$ cat src/hw/rtl/lpr_pkg.sv
`timescale 1ns / 1ps
// ============================================================================
// Line pixel rasterizer package
// Shared types and screen constants for the line rasterizer.
// ============================================================================
package lpr_pkg;

    localparam int SCREEN_WIDTH  = 800;
    localparam int SCREEN_HEIGHT = 480;

    localparam int COORD_W  = 10;
    localparam int ERR_W    = 11;
    localparam int COUNT_W  = 11;
    localparam int COLOR_W  = 16;
    localparam int ADDR_W   = 32;
    localparam int OFFSET_W = 21;

    localparam logic [ERR_W-1:0] SCREEN_WIDTH_V  = ERR_W'(SCREEN_WIDTH);
    localparam logic [ERR_W-1:0] SCREEN_HEIGHT_V = ERR_W'(SCREEN_HEIGHT);

    typedef enum logic {
        CMD_START = 1'b0,
        CMD_STEP  = 1'b1
    } cmd_t;

    typedef enum logic [1:0] {
        DIR_HOLD = 2'd0,
        DIR_INC  = 2'd1,
        DIR_DEC  = 2'd3
    } dir_t;

    typedef struct packed {
        logic load;
        logic step;
    } axis_ctrl_t;

endpackage

$ cat src/hw/rtl/line_pixel_rasterizer_unit.sv
`timescale 1ns / 1ps
// ============================================================================
// Line pixel rasterizer
// Turns a line between two endpoints into a stream of frame-buffer pixels.
// ============================================================================
// The input channel carries commands. A start command latches both endpoints
// and the color and produces no pixel. Each following step command produces
// one pixel transaction on the output channel with its coordinates, byte
// address, color, an on-screen flag and a last mark. A line of major span D
// gives D + 2 pixels, the first point twice. Steps while no line is active
// are consumed silently, and a start during a line replaces it at once.
// Each input transaction is captured in an input register and is worked off
// from there into the output register, so a pixel reaches the output through
// the input register and then the output register, and one command can be
// accepted every cycle while the receiver does not stall.
// The frame base register is written over its own valid/ready channel, which
// is always ready; it must be written only while the unit is idle.
// When the receiver stalls, the output register holds its pixel and, once the
// input register is also full, the input channel stalls.
// Reset clears the pipeline, ends any active line and sets the base to zero.
// ============================================================================
module line_pixel_rasterizer_unit
(
    input  logic                                clk,
    input  logic                                rst_n,
    input  logic                                cfg_valid,
    output logic                                cfg_ready,
    input  logic [lpr_pkg::ADDR_W-1:0]          frame_base,
    input  logic                                in_valid,
    output logic                                in_stall,
    input  logic                                cmd,
    input  logic [lpr_pkg::COORD_W-1:0]         x_start,
    input  logic [lpr_pkg::COORD_W-1:0]         y_start,
    input  logic [lpr_pkg::COORD_W-1:0]         x_end,
    input  logic [lpr_pkg::COORD_W-1:0]         y_end,
    input  logic [lpr_pkg::COLOR_W-1:0]         pixel_color,
    output logic                                out_valid,
    input  logic                                out_stall,
    output logic [lpr_pkg::ADDR_W-1:0]          pixel_address,
    output logic [lpr_pkg::COORD_W-1:0]         out_x,
    output logic [lpr_pkg::COORD_W-1:0]         out_y,
    output logic [lpr_pkg::COLOR_W-1:0]         out_color,
    output logic                                written,
    output logic                                last
);

    logic [lpr_pkg::ADDR_W-1:0]   frame_base_reg;

    logic                         in_vld_reg;
    logic                         cmd_reg;
    logic [lpr_pkg::COORD_W-1:0]  x_start_reg;
    logic [lpr_pkg::COORD_W-1:0]  y_start_reg;
    logic [lpr_pkg::COORD_W-1:0]  x_end_reg;
    logic [lpr_pkg::COORD_W-1:0]  y_end_reg;
    logic [lpr_pkg::COLOR_W-1:0]  color_in_reg;

    logic                         active_reg;
    logic                         active_next;
    logic [lpr_pkg::COORD_W-1:0]  major_reg;
    logic [lpr_pkg::COORD_W-1:0]  major_next;
    logic [lpr_pkg::COUNT_W-1:0]  points_reg;
    logic [lpr_pkg::COUNT_W-1:0]  points_next;
    logic [lpr_pkg::COLOR_W-1:0]  held_color_reg;
    logic [lpr_pkg::COLOR_W-1:0]  held_color_next;

    logic                         out_vld_reg;
    logic [lpr_pkg::ADDR_W-1:0]   address_reg;
    logic [lpr_pkg::COORD_W-1:0]  out_x_reg;
    logic [lpr_pkg::COORD_W-1:0]  out_y_reg;
    logic [lpr_pkg::COLOR_W-1:0]  out_color_reg;
    logic                         written_reg;
    logic                         last_reg;

    logic                         in_accept;
    logic                         out_free;
    logic                         process;
    logic                         do_start;
    logic                         do_emit;
    lpr_pkg::axis_ctrl_t          axis_ctrl;
    logic [lpr_pkg::COORD_W-1:0]  span_col;
    logic [lpr_pkg::COORD_W-1:0]  span_row;
    logic [lpr_pkg::COORD_W-1:0]  cur_col;
    logic [lpr_pkg::COORD_W-1:0]  cur_row;
    logic                         on_screen;
    logic                         is_last;
    logic [lpr_pkg::OFFSET_W-1:0] pixel_offset;
    logic [lpr_pkg::ADDR_W-1:0]   address_calc;

    assign cfg_ready = 1'b1;
    assign in_accept = in_valid && !in_stall;
    assign out_free  = !out_vld_reg || !out_stall;
    assign in_stall  = in_vld_reg && !out_free;
    assign process   = in_vld_reg && out_free;
    assign do_start  = process && (cmd_reg == lpr_pkg::CMD_START);
    assign do_emit   = process && (cmd_reg == lpr_pkg::CMD_STEP) && active_reg;

    assign axis_ctrl.load = do_start;
    assign axis_ctrl.step = do_emit;

    lpr_axis u_axis_col
    (
        .clk        (clk),
        .rst_n      (rst_n),
        .ctrl       (axis_ctrl),
        .from       (x_start_reg),
        .to         (x_end_reg),
        .major_span (major_reg),
        .setup_span (span_col),
        .cur        (cur_col)
    );

    lpr_axis u_axis_row
    (
        .clk        (clk),
        .rst_n      (rst_n),
        .ctrl       (axis_ctrl),
        .from       (y_start_reg),
        .to         (y_end_reg),
        .major_span (major_reg),
        .setup_span (span_row),
        .cur        (cur_row)
    );

    assign on_screen = ({1'b0, cur_col} < lpr_pkg::SCREEN_WIDTH_V) &&
                       ({1'b0, cur_row} < lpr_pkg::SCREEN_HEIGHT_V);
    assign is_last   = (points_reg <= lpr_pkg::COUNT_W'(1));

    assign pixel_offset = lpr_pkg::OFFSET_W'(cur_row) * lpr_pkg::OFFSET_W'(lpr_pkg::SCREEN_WIDTH_V)
                        + lpr_pkg::OFFSET_W'(cur_col);
    assign address_calc = on_screen
                        ? frame_base_reg + {{(lpr_pkg::ADDR_W-lpr_pkg::OFFSET_W-1){1'b0}},
                                            pixel_offset, 1'b0}
                        : '0;

    always_comb
    begin
        active_next     = active_reg;
        major_next      = major_reg;
        points_next     = points_reg;
        held_color_next = held_color_reg;
        if (do_start)
        begin
            major_next      = (span_col > span_row) ? span_col : span_row;
            points_next     = {1'b0, major_next} + lpr_pkg::COUNT_W'(2);
            held_color_next = color_in_reg;
            active_next     = 1'b1;
        end
        else if (do_emit)
        begin
            if (is_last)
            begin
                points_next = '0;
                active_next = 1'b0;
            end
            else
            begin
                points_next = points_reg - 1'b1;
            end
        end
    end

    always_ff @(posedge clk or negedge rst_n)
    begin
        if (!rst_n)
        begin
            frame_base_reg <= '0;
            in_vld_reg     <= 1'b0;
            active_reg     <= 1'b0;
            major_reg      <= '0;
            points_reg     <= '0;
            held_color_reg <= '0;
            out_vld_reg    <= 1'b0;
        end
        else
        begin
            if (cfg_valid && cfg_ready)
            begin
                frame_base_reg <= frame_base;
            end
            if (in_accept)
            begin
                in_vld_reg <= 1'b1;
            end
            else if (process)
            begin
                in_vld_reg <= 1'b0;
            end
            active_reg     <= active_next;
            major_reg      <= major_next;
            points_reg     <= points_next;
            held_color_reg <= held_color_next;
            if (do_emit)
            begin
                out_vld_reg <= 1'b1;
            end
            else if (!out_stall)
            begin
                out_vld_reg <= 1'b0;
            end
        end
    end

    always_ff @(posedge clk)
    begin
        if (in_accept)
        begin
            cmd_reg      <= cmd;
            x_start_reg  <= x_start;
            y_start_reg  <= y_start;
            x_end_reg    <= x_end;
            y_end_reg    <= y_end;
            color_in_reg <= pixel_color;
        end
        if (do_emit)
        begin
            address_reg   <= address_calc;
            out_x_reg     <= cur_col;
            out_y_reg     <= cur_row;
            out_color_reg <= held_color_reg;
            written_reg   <= on_screen;
            last_reg      <= is_last;
        end
    end

    assign out_valid     = out_vld_reg;
    assign pixel_address = address_reg;
    assign out_x         = out_x_reg;
    assign out_y         = out_y_reg;
    assign out_color     = out_color_reg;
    assign written       = written_reg;
    assign last          = last_reg;

endmodule

$ cat src/hw/rtl/lpr_axis.sv
`timescale 1ns / 1ps
// ============================================================================
// Line rasterizer axis stepper
// Holds position, error, span and direction of one axis and advances them.
// ============================================================================
module lpr_axis
(
    input  logic                               clk,
    input  logic                               rst_n,
    input  lpr_pkg::axis_ctrl_t                ctrl,
    input  logic [lpr_pkg::COORD_W-1:0]        from,
    input  logic [lpr_pkg::COORD_W-1:0]        to,
    input  logic [lpr_pkg::COORD_W-1:0]        major_span,
    output logic [lpr_pkg::COORD_W-1:0]        setup_span,
    output logic [lpr_pkg::COORD_W-1:0]        cur
);

    logic [lpr_pkg::COORD_W-1:0] cur_reg;
    logic [lpr_pkg::COORD_W-1:0] cur_next;
    logic [lpr_pkg::ERR_W-1:0]   err_reg;
    logic [lpr_pkg::ERR_W-1:0]   err_next;
    logic [lpr_pkg::COORD_W-1:0] span_reg;
    logic [lpr_pkg::COORD_W-1:0] span_next;
    lpr_pkg::dir_t               dir_reg;
    lpr_pkg::dir_t               dir_next;
    lpr_pkg::dir_t               setup_dir;
    logic [lpr_pkg::ERR_W-1:0]   err_sum;

    always_comb
    begin
        if (to > from)
        begin
            setup_span = to - from;
            setup_dir  = lpr_pkg::DIR_INC;
        end
        else if (to < from)
        begin
            setup_span = from - to;
            setup_dir  = lpr_pkg::DIR_DEC;
        end
        else
        begin
            setup_span = '0;
            setup_dir  = lpr_pkg::DIR_HOLD;
        end
    end

    always_comb
    begin
        cur_next  = cur_reg;
        err_next  = err_reg;
        span_next = span_reg;
        dir_next  = dir_reg;
        err_sum   = err_reg + {1'b0, span_reg};
        if (ctrl.load)
        begin
            cur_next  = from;
            err_next  = '0;
            span_next = setup_span;
            dir_next  = setup_dir;
        end
        else if (ctrl.step)
        begin
            err_next = err_sum;
            if (err_sum > {1'b0, major_span})
            begin
                err_next = err_sum - {1'b0, major_span};
                unique case (dir_reg)
                    lpr_pkg::DIR_INC: cur_next = cur_reg + 1'b1;
                    lpr_pkg::DIR_DEC: cur_next = cur_reg - 1'b1;
                    default:          cur_next = cur_reg;
                endcase
            end
        end
    end

    always_ff @(posedge clk or negedge rst_n)
    begin
        if (!rst_n)
        begin
            cur_reg  <= '0;
            err_reg  <= '0;
            span_reg <= '0;
            dir_reg  <= lpr_pkg::DIR_HOLD;
        end
        else
        begin
            cur_reg  <= cur_next;
            err_reg  <= err_next;
            span_reg <= span_next;
            dir_reg  <= dir_next;
        end
    end

    assign cur = cur_reg;

endmodule

$ cat config.mk
export PLATFORM = sky130hd
export DESIGN_NAME = line_pixel_rasterizer_unit
export DESIGN_NICKNAME = d
export VERILOG_FILES = /design/src/hw/rtl/lpr_pkg.sv /design/src/hw/rtl/line_pixel_rasterizer_unit.sv /design/src/hw/rtl/lpr_axis.sv
export SDC_FILE = /design/constraint.sdc
export NUM_CORES = 1
export LEC_CHECK = 0
export BUFFER_PORTS_ARGS = -buffer_cell sky130_fd_sc_hd__buf_2
export CORE_ASPECT_RATIO = 2
export CORE_MARGIN = 4
export CORE_UTILIZATION = 55
export DETAILED_ROUTE_END_ITERATION = 16
export PLACE_DENSITY = 0.88
export SKIP_CTS_REPAIR_TIMING = 1
export SYNTH_ARGS = -nofsm -noshare
export SYNTH_HDL_FRONTEND = slang
export SYNTH_HIERARCHICAL = 1
export SYNTH_SLANG_ARGS = --single-unit
$ cat constraint.sdc
create_clock -name clk -period 4.7 [get_ports clk]
set_clock_uncertainty 0.1 [all_clocks]
set_input_delay 0.235 -clock clk [delete_from_list [all_inputs] [get_ports clk]]
set_output_delay 0.235 -clock clk [all_outputs]
set_load 0.03 [all_outputs]
# --- Word-level counts from Yosys, hierarchy flattened ---
# Cells that the tools add are included.
word_totals:
  register_bits: 265
  output_inout_bits: 73
  elab_cells: 115
  in_bits: 94
op_classes:
  n_lt_le_gt_ge: 10
  n_reduce_logical: 22
  n_bitwise: 1
  n_eq_ne: 5
  n_mul: 1
  mux: 33
  addsub: 16
ops:
  columns: ["operator", "count"]
  rows:
  - ["$mux 10", 11]
  - ["$mux 11", 9]
  - ["$pmux 10 s2", 2]
  - ["$sub 10x10->10", 4]
  - ["$add 32x22->32", 1]
  - ["$gt 10x10->1", 3]
  - ["$add 11x10->11", 2]
  - ["$gt 11x10->1", 2]
  - ["$sub 11x10->11", 2]
  - ["$add 20x10->21", 1]
  - ["$add 10x1->10 const B", 2]
  - ["$lt 10x10->1", 2]
  - ["$sub 10x1->10 const B", 2]
  - ["$mul 10x5->15 const B", 1]
  - ["$add 10x2->11 const B", 1]
  - ["$le 11x1->1 const B", 1]
  - ["$sub 11x1->11 const B", 1]
  - ["$lt 10x10->1 const B", 1]
  - ["$lt 10x9->1 const B", 1]
  - ["$reduce_bool 2->1", 5]
  - ["$mux 2", 4]
  - ["$logic_and 1x1->1", 7]
  - ["$mux 1", 7]
  - ["$reduce_and 3->1", 2]
  - ["8 further kinds", 14]

# --- Logic depth before layout (Yosys ltp) ---
# Gate-level depths: netlist (run 1).
depth:
  depth_word: 7
  mapped_depth: 26
  ltp_nobuf: 24

# --- By module ---
# The synthesis (run 1) kept the hierarchy.
modules_own_cells:
  columns: ["module", "cells_each", "seq_area_each_um2", "n_inst", "area_per_inst_um2"]
  rows:
  - ["line_pixel_rasterizer_unit", 881, 5615.4, 1, 10204.8]
  - ["lpr_axis at u_axis_row", 472, 825.8, 1, 4030.1]
  - ["lpr_axis at u_axis_col", 468, 825.8, 1, 3877.5]

# --- Worst setup path after synthesis (run 1) ---
# No wires, ideal clock.
synth_path:
  path_kind: "reg2reg"
  from: "register u_axis_row.cur_reg (netlist bit u_axis_row/cur[1])"
  to: "register address_reg (netlist bit pixel_address[29]) (data pin)"
  n_path_buf: 0
  stages_incl_launch_ff: 20
  t_arrival_ns: 4.863
  t_required_ns: 4.453
  setup_time_ns: 0.147
  slack_ns: -0.410
  period_less_slack_ns: 5.110
  cell_sequence: "dfrtp_1 ha_1 ha_1 ha_1 fa_1 a211oi_1 nor2_1 o31ai_1 a21bo_2 nor4bb_1 nand3_1 xnor2_1 ha_1 and4_1 o21ai_0 o211ai_1 a21oi_1 nand4b_1 or4_1 a21oi_1"
synth_via:
  elab_chain_len: 3
  word_cells_on_any_way: 5
  cone_classes: "2 x add/sub; 1 x mul; 1 x order compare; 1 x reduce/logical"
synth_lines:
  columns: ["element", "line_no", "source"]
  rows:
  - ["from (decl)", "lpr_axis.sv:18", "logic [lpr_pkg::COORD_W-1:0] cur_reg;"]
  - ["from (signal assigned)", "lpr_axis.sv:88", "cur_reg <= cur_next;"]
  - ["$mul 10x5->15", "line_pixel_rasterizer_unit.sv:128", "assign pixel_offset = lpr_pkg::OFFSET_W'(cur_row) * lpr_pkg::OFFSET_W'(lpr_pkg::SCREEN_WIDTH_V)"]
  - ["$add 20x10->21", "line_pixel_rasterizer_unit.sv:129", "+ lpr_pkg::OFFSET_W'(cur_col);"]
  - ["$add 32x22->32", "line_pixel_rasterizer_unit.sv:131", "? frame_base_reg + {{(lpr_pkg::ADDR_W-lpr_pkg::OFFSET_W-1){1'b0}},"]
  - ["to (signal assigned)", "line_pixel_rasterizer_unit.sv:216", "address_reg <= address_calc;"]
  - ["to (decl)", "line_pixel_rasterizer_unit.sv:67", "logic [lpr_pkg::ADDR_W-1:0] address_reg;"]
# Parallel ways exist; a longest one is shown, timed or not.
# A chain may end at the register's enable or synchronous reset.

# --- Worst setup path in the final report (run 1) ---
layout_path:
  from: "register u_axis_row.cur_reg (netlist bit u_axis_row/cur[5])"
  to: "register address_reg (netlist bit pixel_address[29]) (data pin)"
# The elaborated chain is that of the path after synthesis.

==> summary.txt, run 1 <==
depth of the worst hold-timing path: 3
Total Wirelength: 59600 um
logic depth of the worst register-to-register path: 22
critical path launch point type: flip-flop
die extent in x: 136 um
Clk Latency, worst-skew pair: 560 ps
area share of the leading cell type in the synthesized netlist: 0.211
setup slack of the worst register-to-register path: -720 ps
Num Clock Sinks: 265
1st-pass router iterations: 7
Root Driver: clkbuf_16
drt via density: 6.27
post-synthesis cell type with the largest combined area: edfxtp_1
maximum achievable frequency: 185 MHz
proportion of layout cells with a drive suffix above 1: 0.305
starting DRC count in detailed routing: 1372
count of synthesis-stage warnings from yosys: 6
endpoint of the worst-slack reg-to-reg timing path: pixel_address[29]
wire length of the first global-routing pass: 83700 um
core area: 32300 sq um
CP required: 5020 ps
count of cell types in the netlist: 106
number of maximum-capacitance constraint violations: 0
Seq cells post-synth: 265
Post-synth EDFFs: 127
count of nets after finishing: 2635
Crit-path slowest cell: or4_4
Crit path largest cell delay: 600 ps
Avg Inst Size Synth: 9.95 sq um
worst hold endpoint: frame_base_reg[2]
sequential element share of the synthesized area: 0.401
number of buffers and inverters on the critical path: 3
crit-path cells: ha_4 > ha_4 > inv_2 > fa_1 > inv_2 > ha_4 > o21ai_1 > nor2_1 > buf_4 > o21ai_0 > a21bo_2 > nand4b_1 > nor3b_2 > xor2_1 > ha_4 > and4_1 > o21ai_1 > o211ai_1 > a21oi_2 > nand4b_1 > or4_4 > a21oi_2
final worst hold slack: 204 ps
count leader, synth: nand2_1
clock buffer depth: 3
global routing usage summed across all routing layers: 0.287
clock slew at the register clock pins of the worst setup and hold paths: 70 ps
Gate Count Post-Synth: 1821
family of cells with the greatest summed delay on the critical path: simple AND/OR/NAND/NOR gates
number of H-tree levels: 1
kind of end point of the critical path: flip-flop
most frequent CP cell: ha_4
R2R Path Start: u_axis_row/cur[5]
number of primary I/O pins: 167
final antenna-violating net count: 0
main flop type after synthesis: dfrtp_1
failing checks: negative setup slack
final cell utilization of the core: 0.748
count of port buffers added during placement: 165
row count: 93
netlist area before placement: 18100 sq um
Worst Tran Pin Value: 979 ps
worst setup path class: reg2reg
DP Wirelength: 40400 um
CTS tree: done
starting utilization of the core area: 0.560
path class of the lowest-slack min-delay path: in2reg
shortest clock period the worst path allows after layout: 5420 ps
cell types with the largest area share after synthesis: edfxtp_1 21%, dfrtp_1 19%, ha_1 12%, nand2_1 3.8%, a21oi_1 3.5%
detailed-route DRC error count: 0
largest fanout of any net on the critical path: 6
cts bufs inserted: 25
final hold violations: 0
RSZ-0062 raised after global routing: yes
result of the run: finished with violations
detail-routed net length per standard cell: 21.3 um
maximum number of pins on one net before global-route repair: 100
area grow syn2layout: 33.6%
number of global-route vias before repair: 17.3k
RD Place Congestion: 0.976
antenna violations before repair: 1
Max Slew Vio Count: 0
total number of vias: 17.6k
setup violators final: 22
Chip Height: 265 um
synthesized netlist net count: 2102
Final Cycle Share: 1.15
Worst Min Path Start: cfg_valid
full die area: 36100 sq um
async set-reset flop share out of synthesis: 0.521
signal arrival time at the worst endpoint: 5740 ps
Worst Slack Setup Final: -719 ps
top post-synthesis cells by count: 181 x nand2_1, 170 x ha_1, 138 x dfrtp_1, 137 x inv_1, 127 x edfxtp_1
GRT overflow: 0
relative max-transition margin: 0.347
## logic make-up after synthesis
logic type,Yosys count,share of synthesized area
AOI/OAI and AO/OA,510,0.197
other,1,0.000207
xor gates and xnor gates,81,0.0392
DFF,265,0.401
and+or+nand+nor,511,0.139
buffers and inverters,192,0.0430
muxes,74,0.0436
adders and majority gates,187,0.136
## area by class of cell
cell class,instances,area (sq um)
Sequential cell,265,7270
Fill cell,2128,8150
Timing Repair Buffer,558,4070
Tap cell,427,534
Antenna cell,2,5.00
Inverter,140,528
Multi-Input combinational cell,1364,10900
Clock buffer,27,633
Clock inverter,19,288
## cell usage in the layout, fill, tap and decap left out, types with 14 or more instances in the layout
cell type        n
buf_4          284
nand2_1        174
buf_2          165
ha_1           147
dfrtp_1        134
inv_1          128
edfxtp_1       127
a21oi_1        105
nor2_1          99
dlygate4sd3_1   93
o21ai_0         71
xnor2_1         52
a21o_1          44
nor3_1          36
mux2i_1         35
mux2_2          35
nand3_1         29
o21a_1          27
a211oi_1        26
xor2_1          25
clkbuf_16       25
nor2b_1         24
a31oi_1         20
ha_4            20
and3_1          19
a21oi_2         18
o21ai_1         16
buf_6           16
nand4_1         14
## worst max path at each step
stage | startpoint | to | slack [ps] | cells after the start
floorplan | u_axis_row/cur[3] | pixel_address[29] | -220 | 20
global placement | u_axis_row/cur[3] | pixel_address[29] | -390 | 19
detailed placement | u_axis_row/cur[5] | pixel_address[29] | -610 | 20
CTS | u_axis_row/cur[4] | pixel_address[29] | -630 | 20
global route | u_axis_row/cur[4] | pixel_address[29] | -930 | 22
finish | u_axis_row/cur[5] | pixel_address[29] | -720 | 22
## worst min-delay path, stage by stage
cell and delay, ps:
buf_2 360, nand2_1 150, o21ai_0 70
## per-stage QoR
step	instances	worst slack, ps	cell area [sq um]	TNS (ps)
after global placement	2638	-390	21600	-4470
after detailed placement	2638	-611	21600	-7360
after global routing	2801	-929	24200	-12180
final	2802	-719	24200	-7980
after floorplan	1821	-220	18400	-743
after CTS	2684	-632	22500	-7720
## per-layer routing
layer	routed length, um	global-route usage
met4	5110	0.198
met5	0	0
met1	19200	0.280
met3	3420	0.0329
met2	31800	0.546
Power of run 1 is not shown: default switching activity piles up to over one toggle a cycle in this logic, so the estimate is an artifact.
==> run 2, diff against run 1 <==
--- a/config.mk
+++ b/config.mk
@@ -8,9 +8,9 @@
 export BUFFER_PORTS_ARGS = -buffer_cell sky130_fd_sc_hd__buf_2
 export CORE_ASPECT_RATIO = 2
 export CORE_MARGIN = 4
-export CORE_UTILIZATION = 55
+export CORE_UTILIZATION = 60
 export DETAILED_ROUTE_END_ITERATION = 16
-export PLACE_DENSITY = 0.88
+export PLACE_DENSITY = 0.9
 export SKIP_CTS_REPAIR_TIMING = 1
 export SYNTH_ARGS = -nofsm -noshare
 export SYNTH_HDL_FRONTEND = slang
==> constraint.sdc (replaced) <==
create_clock -name clk -period 6.4 [get_ports clk]
set_clock_uncertainty 0.1 [all_clocks]
set_input_delay 0.32 -clock clk [delete_from_list [all_inputs] [get_ports clk]]
set_output_delay 0.32 -clock clk [all_outputs]
set_load 0.03 [all_outputs]
==> run 2 against run 1 <==
Utilization decreased by 4.0 points. Maximum frequency decreased by 9.7%. Non-clock buffer count decreased by 287. Critical path type unchanged. Worst setup slack improved by 1100 ps. Count of clock-buffer cells in the layout increased by 5. Sequential share of layout area increased by 4.6 points. Hold slack improved by 84 ps. Final cell count decreased by 13%. Sequential cell count unchanged. The run now ends clean.
==> summary.txt, run 2 (synthesis gave the netlist of run 1 again) <==
Crit path largest cell delay: 510 ps (was 600 ps)
DP Wirelength: 35100 um (was 40400 um)
CP required: 6700 ps (was 5020 ps)
core area: 29600 sq um (was 32300 sq um)
proportion of layout cells with a drive suffix above 1: 0.151 (was 0.305)
Max Slew Vio Count: 0 (unchanged)
result of the run: finished, final reports clean (was finished with violations)
total number of vias: 15.5k (was 17.6k)
antenna violations before repair: 0 (was 1)
worst setup path class: reg2reg (unchanged)
met3 layer usage reported by global route: 0.0339 (was 0.0329)
crit-path cells: ha_1 > ha_1 > ha_1 > fa_1 > a211oi_1 > nor2_1 > o31ai_1 > a21bo_2 > nor4bb_1 > nand3_1 > xnor2_1 > ha_1 > and4_1 > o21ai_0 > o211ai_1 > a21oi_1 > nand4b_1 > or4_1 > a21oi_1 (was ha_4 > ha_4 > inv_2 > fa_1 > inv_2 > ha_4 > o21ai_1 > nor2_1 > buf_4 > o21ai_0 > a21bo_2 > nand4b_1 > nor3b_2 > xor2_1 > ha_4 > and4_1 > o21ai_1 > o211ai_1 > a21oi_2 > nand4b_1 > or4_4 > a21oi_2)
full die area: 33200 sq um (was 36100 sq um)
count of port buffers added during placement: 165 (unchanged)
number of global-route vias before repair: 15.4k (was 17.3k)
logic depth of the worst register-to-register path: 19 (was 22)
GR Layer Usage met1: 0.285 (was 0.280)
number of fill cells: 2108 (was 2128)
detail-routed net length per standard cell: 20.0 um (was 21.3 um)
endpoint of the worst-slack reg-to-reg timing path: pixel_address[29] (unchanged)
largest fanout of any net on the critical path: 8 (was 6)
path class of the lowest-slack min-delay path: in2async (was in2reg)
most frequent CP cell: ha_1 (was ha_4)
shortest clock period the worst path allows after layout: 6000 ps (was 5420 ps)
number of maximum-capacitance constraint violations: 0 (unchanged)
Clk Latency, worst-skew pair: 560 ps (about the same)
final antenna-violating net count: 0 (unchanged)
Chip Height: 254 um (was 265 um)
number of H-tree levels: 1 (unchanged)
number of buffers and inverters on the critical path: 0 (was 3)
1st-pass router iterations: 6 (was 7)
clock buffer depth: 3 (unchanged)
number of primary I/O pins: 167 (unchanged)
area used by sequential logic in the layout: 7270 sq um (about the same)
family of cells with the greatest summed delay on the critical path: adder cells (was simple AND/OR/NAND/NOR gates)
commonest cells after routing, fill and taps aside: 181 x nand2_1, 170 x ha_1, 164 x buf_2, 138 x dfrtp_1, 135 x inv_1 (was 284 x buf_4, 174 x nand2_1, 165 x buf_2, 147 x ha_1, 134 x dfrtp_1)
global routing met2 resource utilization: 0.524 (was 0.546)
final cell utilization of the core: 0.707 (was 0.748)
Critical Path Start: u_axis_row/cur[1] (was u_axis_row/cur[5])
clock slew at the register clock pins of the worst setup and hold paths: 70 ps (about the same)
starting utilization of the core area: 0.611 (was 0.560)
area grow syn2layout: 15.7% (was 33.6%)
drt via density: 6.34 (was 6.27)
detailed-route DRC error count: 0 (unchanged)
kind of end point of the critical path: flip-flop (unchanged)
setup violators final: 0 (was 22)
Num Clock Sinks: 265 (unchanged)
row count: 89 (was 93)
end point of the critical path: pixel_address[29] (unchanged)
RD Place Congestion: 0.998 (was 0.976)
count of nets after finishing: 2348 (was 2635)
global routing usage summed across all routing layers: 0.278 (was 0.287)
wire length of the first global-routing pass: 74300 um (was 83700 um)
global routing's busiest layer: met2 (unchanged)
Crit-path slowest cell: dfrtp_1 (was or4_4)
maximum number of pins on one net before global-route repair: 80 (was 100)
Root Driver: clkbuf_16 (unchanged)
die extent in x: 131 um (was 136 um)
instance count on the critical path: 19 (was 22)
CTS tree: done (unchanged)
signal arrival time at the worst endpoint: 6300 ps (was 5740 ps)
Multi-input gate area: 10100 sq um (was 10900 sq um)
Worst Tran Pin Value: 989 ps (was 979 ps)
final hold violations: 0 (unchanged)
relative max-transition margin: 0.337 (was 0.347)
GRT overflow: 0 (unchanged)
Total Wirelength: 49100 um (was 59600 um)
cts bufs inserted: 25 (unchanged)
critical path launch point type: flip-flop (unchanged)
starting DRC count in detailed routing: 1156 (was 1372)
setup_tns: 0 ps (was -7980 ps)
R2R Path Start: u_axis_row/cur[1] (was u_axis_row/cur[5])
Final Cycle Share: 0.938 (was 1.15)
leading cell type in the layout, fill and taps excluded: nand2_1 (was buf_4)
maximum achievable frequency: 167 MHz (was 185 MHz)
setup slack of the worst register-to-register path: 400 ps (was -720 ps)
RSZ-0062 raised after global routing: no (was yes)
run 2: changes by cell type in the layout (fill, tap and decap cells not counted), moves of 14 or more:
cell and change:
buf_4 -270, ha_1 +23, a21oi_1 +20, ha_4 -20, buf_6 -15, a21oi_2 -14
run 2: stage by stage:
step | setup WS [ps] | cells | hold WS (ps) | instance area [sq um]
global route | 99.3 | 2450 | 350 | 21000
CTS | 537 | 2358 | -270 | 20000
finish | 396 | 2451 | 289 | 21000
floorplan | 1290 | 1821 | -75.6 | 18100
global placement | 802 | 2312 | 316 | 19300
detailed placement | 558 | 2312 | 321 | 19300
run 2: area by class of cell:
type | count | share of cell area
Inverter | 140 | 0.0252
Antenna cell | 1 | 0.000119
Sequential cell | 265 | 0.347
Tap cell | 364 | 0.0217
Clock inverter | 14 | 0.00502
Timing Repair Buffer | 271 | 0.0887
Clock buffer | 32 | 0.0321
Multi-Input combinational cell | 1364 | 0.480
run 2: per-layer routing:
layer	share of wire	wire [um]
met2	0.54	26600
met5	0	0
met4	0.063	3080
met1	0.34	16800
met3	0.053	2590
run 2: worst min path at each step:
stage | startpoint | to | slack, ps | depth (start not counted)
after detailed placement | rst_n | held_color_reg[7] | 320 | 1
after global placement | rst_n | held_color_reg[7] | 320 | 1
after CTS | rst_n | u_axis_col/err_reg[4] | -270 | 1
after global routing | color_in_reg[14] | held_color_reg[14] | 350 | 2
after floorplan | rst_n | active_reg | -80 | 0
final | rst_n | held_color_reg[8] | 290 | 2
Power of run 2 is left out for the same reason.
==> run 3, diff against run 2 <==
--- a/config.mk
+++ b/config.mk
@@ -10,7 +10,7 @@
 export CORE_MARGIN = 4
 export CORE_UTILIZATION = 60
 export DETAILED_ROUTE_END_ITERATION = 16
-export PLACE_DENSITY = 0.9
+export PLACE_DENSITY_LB_ADDON = 0.05
 export SKIP_CTS_REPAIR_TIMING = 1
 export SYNTH_ARGS = -nofsm -noshare
 export SYNTH_HDL_FRONTEND = slang
==> run 3 against run 2 <==
Hold slack improved by 13 ps. Sequential share of layout area fell by 0.089 points. Register-to-register slack improved by 20 ps. Utilization is 0.18 points higher. Count of clock-buffer cells in the layout is the same. Critical path type unchanged. Highest routed layer unchanged.
==> summary.txt, run 3 (synthesis gave the netlist of run 1 again) <==
signal arrival time at the worst endpoint: 6290 ps (was 6300 ps)
starting utilization of the core area: 0.611 (unchanged)
critical path launch point type: flip-flop (unchanged)
maximum number of pins on one net before global-route repair: 81 (was 80)
shortest clock period the worst path allows after layout: 5990 ps (was 6000 ps)
worst setup path class: reg2reg (unchanged)
final antenna-violating net count: 0 (unchanged)
number of global-route vias before repair: 15.4k (about the same)
Clk Latency, worst-skew pair: 550 ps (was 560 ps)
final cell utilization of the core: 0.709 (was 0.707)
endpoint of the worst-slack reg-to-reg timing path: pixel_address[29] (unchanged)
Worst Setup Slack post-DPL: 495 ps (was 558 ps)
Worst Slack Setup Final: 414 ps (was 396 ps)
setup violators final: 0 (unchanged)
leading cell type in the layout, fill and taps excluded: nand2_1 (unchanged)
RSZ-0062 raised after global routing: no (unchanged)
clock buffer depth: 3 (unchanged)
number of maximum-capacitance constraint violations: 0 (unchanged)
antenna diode instance count: 0 (was 1)
RD Place Congestion: 0.977 (was 0.998)
largest fanout of any net on the critical path: 8 (unchanged)
setup_tns: 0 ps (unchanged)
total number of vias: 15.2k (was 15.5k)
full die area: 33200 sq um (unchanged)
detailed-route DRC error count: 0 (unchanged)
path class of the lowest-slack min-delay path: in2reg (was in2async)
clock slew at the register clock pins of the worst setup and hold paths: 70 ps (about the same)
proportion of layout cells with a drive suffix above 1: 0.149 (was 0.151)
kind of end point of the critical path: flip-flop (unchanged)
Chip Height: 254 um (unchanged)
die extent in x: 131 um (unchanged)
R2R Path Start: u_axis_row/cur[1] (unchanged)
final worst hold slack: 302 ps (was 289 ps)
1st-pass router iterations: 5 (was 6)
Worst Tran Pin Value: 1110 ps (was 989 ps)
Num Clock Sinks: 265 (unchanged)
wire length of the first global-routing pass: 75600 um (was 74300 um)
number of primary I/O pins: 167 (unchanged)
CTS tree: done (unchanged)
cts bufs inserted: 25 (unchanged)
count of port buffers added during placement: 165 (unchanged)
result of the run: finished, final reports clean (unchanged)
row count: 89 (unchanged)
drt via density: 6.22 (was 6.34)
Max Slew Vio Count: 0 (unchanged)
GRT overflow: 0 (unchanged)
Final Cycle Share: 0.935 (was 0.938)
CP required: 6700 ps (about the same)
relative max-transition margin: 0.256 (was 0.337)
count of nets after finishing: 2347 (was 2348)
number of H-tree levels: 1 (unchanged)
Total Wirelength: 49300 um (was 49100 um)
final hold violations: 0 (unchanged)
setup slack of the worst register-to-register path: 410 ps (was 400 ps)
core area: 29600 sq um (unchanged)
logic depth of the worst register-to-register path: 19 (unchanged)
depth of the worst hold-timing path: 3
DP Wirelength: 36800 um (was 35100 um)
area grow syn2layout: 16.0% (was 15.7%)
maximum achievable frequency: 167 MHz (about the same)
commonest cells after routing, fill and taps aside: 181 x nand2_1, 170 x ha_1, 164 x buf_2, 138 x dfrtp_1, 135 x inv_1 (unchanged)
detail-routed net length per standard cell: 20.1 um (was 20.0 um)
Root Driver: clkbuf_16 (unchanged)
antenna violations before repair: 0 (unchanged)
worst hold endpoint: frame_base_reg[2]
Worst Min Path Start: cfg_valid
starting DRC count in detailed routing: 732 (was 1156)
global routing usage summed across all routing layers: 0.287 (was 0.278)
## run 3: cell type report
class,count,area (sq um)
multi-input combinational,1364,10100
fill,2275,8610
sequential,265,7270
timing repair buffer,270,1850
clock buffer,32,662
inverter,140,528
tap,364,455
clock inverter,14,179
## run 3: worst max-delay path, stage by stage (launching register included)
cell	delay, ps
dfrtp_1	610
ha_1	320
ha_1	300
ha_1	320
fa_1	490
a211oi_1	250
nor2_1	110
o31ai_1	250
a21bo_2	280
nor4bb_1	500
nand3_1	180
xnor2_1	180
ha_1	380
and4_1	290
o21ai_0	110
o211ai_1	110
a21oi_1	190
nand4b_1	280
or4_1	430
a21oi_1	160
## run 3: through the flow
stage,instance area [sq um],cells
6_report,21000,2449
2_1_floorplan,18100,1821
3_3_place_gp,19200,2311
3_5_place_dp,19200,2311
5_1_grt,21000,2449
4_1_cts,20100,2357
## run 3: worst max path at each step
stage	startpoint	to	cells after the start
after floorplan	u_axis_row/cur[1]	pixel_address[29]	19
after global placement	u_axis_row/cur[1]	pixel_address[29]	19
after detailed placement	u_axis_row/cur[1]	pixel_address[29]	19
after CTS	u_axis_row/cur[1]	pixel_address[29]	19
after global routing	x_start_reg[0]	points_reg[9]	21
final	u_axis_row/cur[1]	pixel_address[29]	19
## run 3: layer usage
layer / routed length, um / global-route usage
met3: 1780 / 0.0326
met2: 27700 / 0.565
met5: 0 / 0
met1: 16800 / 0.274
met4: 3060 / 0.167
Power of run 3 is left out for the same reason.
